[config.mk]
export PLATFORM = sky130hd
export DESIGN_NAME = psu_queue
export DESIGN_NICKNAME = d
export VERILOG_FILES = /design/src/rtl/psu_pkg.sv /design/src/rtl/psu_queue.sv
export SDC_FILE = /design/constraint.sdc
export NUM_CORES = 1
export LEC_CHECK = 0
export BUFFER_PORTS_ARGS = -buffer_cell sky130_fd_sc_hd__buf_2
export CORE_MARGIN = 2
export CORE_UTILIZATION = 60
export CTS_CLUSTER_DIAMETER = 100
export DETAILED_ROUTE_END_ITERATION = 8
export PLACE_DENSITY = 0.83
export SETUP_SLACK_MARGIN = 0.3
export SLEW_MARGIN = 5
export SYNTH_ARGS = -nofsm -noshare
export SYNTH_HDL_FRONTEND = slang
export SYNTH_SLANG_ARGS = --single-unit
[constraint.sdc]
create_clock -name clk -period 6.7 [get_ports clk]
set_clock_uncertainty 0.05 [all_clocks]
set_input_delay 1.34 -clock clk [delete_from_list [all_inputs] [get_ports clk]]
set_output_delay 1.34 -clock clk [all_outputs]
set_load 0.03 [all_outputs]
[src/rtl/psu_pkg.sv]
// Package: shared types, constants and the predictor function of the scanline unfilter.
`default_nettype none
package psu_pkg;
  localparam int MAX_WIDTH = 4096;
  localparam int COL_W = $clog2(MAX_WIDTH);
  localparam logic [2:0] FILT_NONE  = 3'd0;
  localparam logic [2:0] FILT_SUB   = 3'd1;
  localparam logic [2:0] FILT_UP    = 3'd2;
  localparam logic [2:0] FILT_AVG   = 3'd3;
  localparam logic [2:0] FILT_PAETH = 3'd4;
  localparam logic [1:0] CFG_WIDTH  = 2'd0;
  localparam logic [1:0] CFG_HEIGHT = 2'd1;
  localparam logic [1:0] CFG_ALPHA  = 2'd2;

  // One classified pixel handed from front to back.
  typedef struct packed {
    logic             corrupt;
    logic [2:0]       filt;
    logic [31:0]      raw;
    logic             alpha;
    logic [COL_W-1:0] col;
    logic             first_col;
    logic             first_row;
    logic             row_end;
    logic             image_end;
  } psu_job_t;

  function automatic logic [7:0] psu_predict(input logic [2:0] f, input logic [7:0] a,
                                             input logic [7:0] b, input logic [7:0] c);
    logic signed [10:0] th, lo, hi, t0, ia, ib, ic;
    logic [8:0] s;
    ia = {3'b0, a};
    ib = {3'b0, b};
    ic = {3'b0, c};
    th = ic * 11'sd3 - (ia + ib);
    lo = (ia < ib) ? ia : ib;
    hi = (ia < ib) ? ib : ia;
    t0 = (hi <= th) ? lo : ic;
    s = {1'b0, a} + {1'b0, b};
    psu_predict = 8'd0;
    case (f)
      FILT_SUB:   psu_predict = a;
      FILT_UP:    psu_predict = b;
      FILT_AVG:   psu_predict = s[8:1];
      FILT_PAETH: psu_predict = (th <= lo) ? hi[7:0] : t0[7:0];
      default:    psu_predict = 8'd0;
    endcase
  endfunction
endpackage
`default_nettype wire

[src/rtl/psu_queue.sv]
// Short queue of classified pixels between front and back.
`default_nettype none
module psu_queue (
  input  wire logic              clk,
  input  wire logic              rst_n,
  input  wire logic              wr_en,
  input  wire psu_pkg::psu_job_t wr_data,
  output logic                   full,
  output logic                   empty,
  input  wire logic              rd_en,
  output psu_pkg::psu_job_t      rd_data
);
  import psu_pkg::*;
  psu_job_t   mem_r [4];
  logic [1:0] wp_r, rp_r;
  logic [2:0] cnt_r;
  assign full = cnt_r == 3'd4;
  assign empty = cnt_r == 3'd0;
  assign rd_data = mem_r[rp_r];
  always_ff @(posedge clk) begin
    if (wr_en) mem_r[wp_r] <= wr_data;
  end
  always_ff @(posedge clk) begin
    if (!rst_n) begin
      wp_r <= '0; rp_r <= '0; cnt_r <= '0;
    end else begin
      if (wr_en) wp_r <= wp_r + 2'd1;
      if (rd_en) rp_r <= rp_r + 2'd1;
      cnt_r <= cnt_r + {2'b0, wr_en} - {2'b0, rd_en};
    end
  end
endmodule
`default_nettype wire

==> flow_metrics.py, run 1 <==
metrics = {
    "setup_path": {
        "max_stage_delay_ns": 1.05,
        "cp.depth": 2,
        "cp.buffers_inverters": 1,
        "reg2regPathDepth": 3,
        "crit-reg2reg-capture": "mem_r[3][22]$_DFFE_PP_",
        "crit_end": "rd_data[49]",
        "critical_path_class": "reg2out",
        "critPathMaxFanout": 53,
        "rrSetupSlack_ns": 4.63,
        "cp-end-kind": "primary output",
        "crit_family": "flip-flops",
        "worstPathArrival_ns": 2.41,
        "crit_slowest_cell": "dfxtp_4",
        "startpoint_type": "flop",
        "worstReg2RegStart": "wp_r[0]$_SDFFE_PN0P_",
        "required_ns": 5.31,
        "cp_cell_sequence": "mux4_1 > buf_2",
    },
    "die": {
        "io_pins": 112,
        "dieHeight_um": 121,
        "initial_utilization_pct": 61.6,
        "num_rows": 42,
        "core_area_mm2": 0.0132,
        "die_area_mm2": 0.0145,
        "die_width_um": 121,
    },
    "cts": {
        "clkTransAtPathRegs_ns": 0.06,
        "ctsHoldBuffers": 0,
        "post-cts-setup-buffers": 0,
        "cts_buffers": 21,
        "cts_buffer_depth": 3,
        "clock-root-buffer": "clkbuf_16",
        "cts_max_level": 1,
        "cts_num_sinks": 221,
        "cts.repair.resized": 0,
        "cts_tree": "built",
        "clock_latency_ns": 0.47,
    },
    "drt": {
        "postRouteAntennaNets": 0,
        "drt_iter0_drc": 347,
        "num_vias": 3612,
        "detail_route.wl_per_cell_um": 21.3,
        "drc": 0,
        "totalWireLength_um": 13500,
        "routed_via_density": 5.68,
        "drt_first_pass_iters": 4,
    },
    "sta": {
        "drv_slew": 0,
        "setup_tns_ns": 0,
        "min_period_ns": 3.80,
        "rsz0062_at_grt": "no",
        "maxSlewHeadroom_pct": 29.9,
        "finalWorstSetupSlack_ns": 2.90,
        "hold_viol": 0,
        "setup_viol": 0,
        "fmax_mhz": 263,
        "worst_pin_slew_ns": 1.05,
        "fin_crit_sh_pct": 56.7,
    },
    "cells_and_area": {
        "fin_area_mm2": 0.00948,
        "areaGrowthSynthToFinish_pct": 16.2,
        "nNetsFinal": 511,
        "drive_gt1_share_pct": 43.6,
        "fillers": 811,
    },
    "worst_hold_path": {
        "hold_path.class": "reg2reg",
    },
    "job": {
        "drv_cap": 0,
    },
    "logic_synthesis": {
        "syn_inst": 320,
        "synth_nets": 384,
        "synth_edf_count": 212,
        "yosysMostFrequentCell": "edfxtp_1",
        "ys_seq_area_share_pct": 80.3,
        "synthTopCellsByArea": "edfxtp_1 (78%), mux4_2 (14%), dfxtp_1 (2.2%), buf_12 (1.2%), mux4_1 (0.97%)",
        "synth.top_cell.area_share_pct": 78.1,
        "syn_area_per_cell_um2": 25.5,
        "syn_area_mm2": 0.00815,
        "ys_warn_count": 0,
        "ys_ff_latch": 221,
        "synth_cell_types": 21,
        "ys.flop_type": "edfxtp_1",
        "synthArstFlopShare_pct": 0,
        "synthTopCellsByCount": "edfxtp_1 (212), mux4_2 (50), dfxtp_1 (9)",
        "synth_top_cell_by_area": "edfxtp_1",
    },
    "pwr": {
        "p_leak_uw": 0.00324,
        "power_density_mw_per_mm2": 324,
        "vdd_drop_max_mv": 0.219,
    },
    "grt": {
        "grt_max_degree": 54,
        "antenna_found_initial": 1,
        "grt_first_pass_wirelength_um": 20500,
        "grt_usage_pct": 18.8,
        "grt_pass1_vias": 3698,
        "grt_overflow": 0,
    },
    "place": {
        "io_buffers": 111,
        "hpwl_um": 7780,
        "gp_congestion": 0.715,
        "dp_slack_ns": 3.31,
        "postPlaceCellArea_mm2": 0.00884,
    },
    "run_status": {
        "outcome": "finished, final reports clean",
    },
}
[layer usage]
layer	share of wire, %	track usage, %	vias up
met5	0	0	-
met4	2.2	5.23	0
met3	6.0	3.58	23
met2	50	31.1	121
met1	41	26.4	1861
li1	-	-	1607
[flip-flops by register name (all words and copies together) (netlist names), named ones only]
name   flops
mem_r    212
cnt_r      3
wp_r       2
rp_r       2
[cell type report]
cell class,count,area [um^2],area share [%]
inverters,7,26.3,0.277
well taps,176,220,2.32
clock inverters,9,91.3,0.964
flip-flops and latches,221,6550,69.1
repair buffers,116,593,6.26
multi-input cells,80,1450,15.3
diodes,1,2.50,0.0264
clock buffers,26,544,5.74
[worst min-delay path: cells and delay by family, from the launching register on]
family / cells / cell delay [ns]
and+or+nand+nor: 1 / 0.10
DFF: 1 / 0.34
AOI/OAI and AO/OA: 1 / 0.08
[power by group]
group | switching, uW | internal (uW)
Sequential | 41.5 | 1590
Combinational | 209 | 137
Clock | 445 | 649
Total | 696 | 2370
[worst min-delay path by stage]
stage / cells past startpoint / endpoint / from / slack (ns)
after global routing: 2 / flop / rp_r[1]$_SDFFE_PN0P_ / 0.52
final: 2 / flop / rp_r[0]$_SDFFE_PN0P_ / 0.52
after detailed placement: 2 / wp_r[0]$_SDFFE_PN0P_ / wp_r[0]$_SDFFE_PN0P_ / 0.50
after floorplan: 2 / flop / rp_r[1]$_SDFFE_PN0P_ / 0.45
after global placement: 2 / flop / rp_r[1]$_SDFFE_PN0P_ / 0.45
after CTS: 2 / flop / rp_r[1]$_SDFFE_PN0P_ / 0.51
[cell usage in the layout, fill, tap and decap left out]
| master | synthesis | routed |
|---|---|---|
| and3_1 | 1 | 1 |
| xor3_1 | 1 | 1 |
| nor2_1 | 5 | 5 |
| nor3_1 | 1 | 1 |
| fa_1 | 1 | 1 |
| clkinv_2 | 0 | 4 |
| dfxtp_4 | 0 | 1 |
| edfxtp_1 | 212 | 212 |
| mux4_1 | 3 | 3 |
| buf_2 | 5 | 111 |
| mux2i_1 | 1 | 1 |
| and2_2 | 0 | 4 |
| and2_1 | 6 | 2 |
| nand3b_1 | 1 | 1 |
| diode_2 | 0 | 1 |
| dfxtp_1 | 9 | 7 |
| dfxtp_2 | 0 | 1 |
| a21bo_2 | 1 | 1 |
| mux4_2 | 50 | 50 |
| clkinv_1 | 0 | 3 |
| buf_4 | 0 | 5 |
| ha_1 | 6 | 6 |
| bufinv_16 | 0 | 2 |
| inv_1 | 7 | 7 |
| clkbuf_1 | 1 | 5 |
| clkbuf_16 | 0 | 21 |
| xnor2_1 | 2 | 2 |
| a21oi_1 | 1 | 1 |
[stage by stage]
step | util, % | total power, uW | hold WS, ns | cells
3_3_place_gp | 66.7 | 2000 | 0.454 | 600
5_1_grt | 71.5 | 3170 | 0.523 | 635
2_1_floorplan | - | 1910 | 0.449 | 320
6_report | 71.6 | 3070 | 0.516 | 636
3_5_place_dp | 66.7 | 2010 | 0.497 | 600
4_1_cts | 71.5 | 3100 | 0.505 | 635
[logic make-up after synthesis]
group                    Yosys count  share of synthesized area (%)
AO/OA/AOI/OAI                      2                          0.184
XOR/XNOR                           3                          0.506
adder cells (fa/ha/maj)            7                           1.17
buffers and inverters             19                           2.04
flip-flops                       221                           80.3
multiplexers                      54                           14.9
AND/OR/NAND/NOR                   14                          0.921
(Power assumes the default switching activity.)
==> run 2: changes to the inputs <==
- CORE_UTILIZATION: 60 -> 57
- PLACE_DENSITY: 0.83 -> 0.79
- clock period: 6.7 -> 3.78 ns (I/O delays scaled with it)
==> run 2 against run 1 <==
  * Critical path depth increased by 1
  * Clock-buffer cell count increased by 4
  * Non-clock buffer count grew 1
  * Routed wire length rose by 1.6%
  * Core utilization is 2.2 points lower
  * Die area is 5.1% higher
  * Global-route usage decreased by 0.29 points
  * First-iteration DRC count fell by 38%
==> flow_metrics.py, run 2 (same netlist as run 1, synthesis figures left out) <==
metrics = {
    "run_status": {
        "outcome": "finished, final reports clean",
    },
    "die": {
        "die_width_um": 124,
        "core_area_mm2": 0.0139,
        "die_area_mm2": 0.0153,
        "io_pins": 112,
        "num_rows": 43,
        "initial_utilization_pct": 58.5,
        "dieHeight_um": 124,
    },
    "cells_and_area": {
        "largest_reg_flops": 212,
        "areaGrowthSynthToFinish_pct": 18.6,
        "antenna_cells": 0,
        "regMostFlops": "mem_r",
        "final_cell_mix": "edfxtp_1 (212), buf_2 (111), mux4_2 (50)",
        "fillers": 832,
        "largestRegisters": "mem_r: 212 flops, cnt_r: 3 flops",
        "drive_gt1_share_pct": 44.3,
        "final_common_cell": "edfxtp_1",
        "nNetsFinal": 513,
    },
    "pwr": {
        "power_density_mw_per_mm2": 591,
        "p_leak_uw": 0.00331,
        "vdd_drop_max_mv": 0.403,
    },
    "sta": {
        "setup_viol": 0,
        "drv_slew": 0,
        "finalWorstSetupSlack_ns": 0.712,
        "min_period_ns": 3.07,
        "setup_tns_ns": 0,
        "rsz0062_at_grt": "no",
        "maxSlewHeadroom_pct": 52.7,
        "fin_crit_sh_pct": 81.2,
        "hold_viol": 0,
        "worst_pin_slew_ns": 0.710,
        "fmax_mhz": 326,
    },
    "cts": {
        "cts.repair.resized": 0,
        "cts_max_level": 1,
        "cts_num_sinks": 221,
        "clock_latency_ns": 0.48,
        "cts_buffers": 22,
        "clock-root-buffer": "clkbuf_16",
        "cts_tree": "built",
        "clkTransAtPathRegs_ns": 0.06,
        "post-cts-setup-buffers": 0,
        "ctsHoldBuffers": 0,
        "cts_buffer_depth": 3,
    },
    "place": {
        "io_buffers": 111,
        "dp_slack_ns": 1.16,
        "gp_congestion": 0.719,
    },
    "drt": {
        "postRouteAntennaNets": 0,
        "totalWireLength_um": 13700,
        "drc": 0,
        "num_vias": 3605,
        "drt_first_pass_iters": 5,
        "detail_route.wl_per_cell_um": 21.4,
        "routed_via_density": 5.61,
        "drt_iter0_drc": 215,
    },
    "setup_path": {
        "startpoint_type": "flop",
        "critPathMaxFanout": 29,
        "critical_path_class": "reg2out",
        "worstPathArrival_ns": 2.26,
        "cp-end-kind": "primary output",
        "required_ns": 2.97,
    },
    "grt": {
        "grt_first_pass_wirelength_um": 20700,
        "grt_overflow": 0,
        "antenna_found_initial": 0,
        "grt_usage_pct": 18.5,
        "grt_pass1_vias": 3719,
        "grt_max_degree": 37,
    },
    "job": {
        "drv_cap": 0,
    },
    "worst_hold_path": {
        "hold_path.class": "in2reg",
    },
}
run 2: cell types whose count changed in the layout (fill, tap and decap cells not counted):
| cell | delta |
|---|---|
| diode_2 | -1 |
| clkbuf_8 | +3 |
| clkbuf_16 | +2 |
| clkbuf_1 | -1 |
| clkinv_2 | -3 |
| bufinv_16 | +1 |
| buf_4 | -5 |
| buf_12 | +6 |
| clkinvlp_4 | +1 |
run 2: final cells by class:
type | instances | area [um^2] | area share [%]
clock inverter | 8 | 114 | 1.18
clock buffer | 30 | 632 | 6.53
multi-input combinational | 80 | 1450 | 15.0
sequential | 221 | 6550 | 67.7
inverter | 7 | 26.3 | 0.272
timing repair buffer | 117 | 676 | 6.99
tap | 180 | 225 | 2.33
run 2: stage by stage:
| stage | hold WS [ns] | total power (uW) | util (%) | cell area (um^2) | std cells |
|---|---|---|---|---|---|
| 2_1_floorplan | 0.449 | 3380 | - | 8150 | 320 |
| 3_3_place_gp | 0.454 | 3560 | 64.0 | 8920 | 605 |
| 3_5_place_dp | 0.484 | 3580 | 64.0 | 8920 | 605 |
| 4_1_cts | 0.417 | 5770 | 69.4 | 9670 | 643 |
| 5_1_grt | 0.415 | 5910 | 69.4 | 9670 | 643 |
| 6_report | 0.427 | 5710 | 69.4 | 9670 | 643 |
run 2: routing by layer:
layer	vias to the layer above	GRT usage, %	wire length (um)
met2	109	31.0	7130
met4	0	4.12	193
met1	1860	25.8	5550
li1	1617	-	-
met3	19	3.62	858
met5	-	0	0
run 2: critical path, cell delays in order (launching register included):
cell and delay, ns:
dfxtp_4 0.67, buf_12 0.31, mux4_2 0.56, buf_2 0.20
run 2: worst paths after layout:
path	from	endpoint	slack (ns)	cells past startpoint
worst max-delay path	flop	rd_data[27]	0.71	3
worst min register to register	rp_r[0]$_SDFFE_PN0P_	rp_r[1]$_SDFFE_PN0P_	0.50	2
worst max register to register	wp_r[1]$_SDFFE_PN0P_	mem_r[1][26]$_DFFE_PP_	1.89	4
worst min-delay path	wr_data[6]	mem_r[3][6]$_DFFE_PP_	0.43	1
run 2: report_power, final:
part / switching, uW / internal (uW)
sequential: 55.5 / 2810
combinational: 392 / 256
clock: 827 / 1370
total: 1270 / 4440
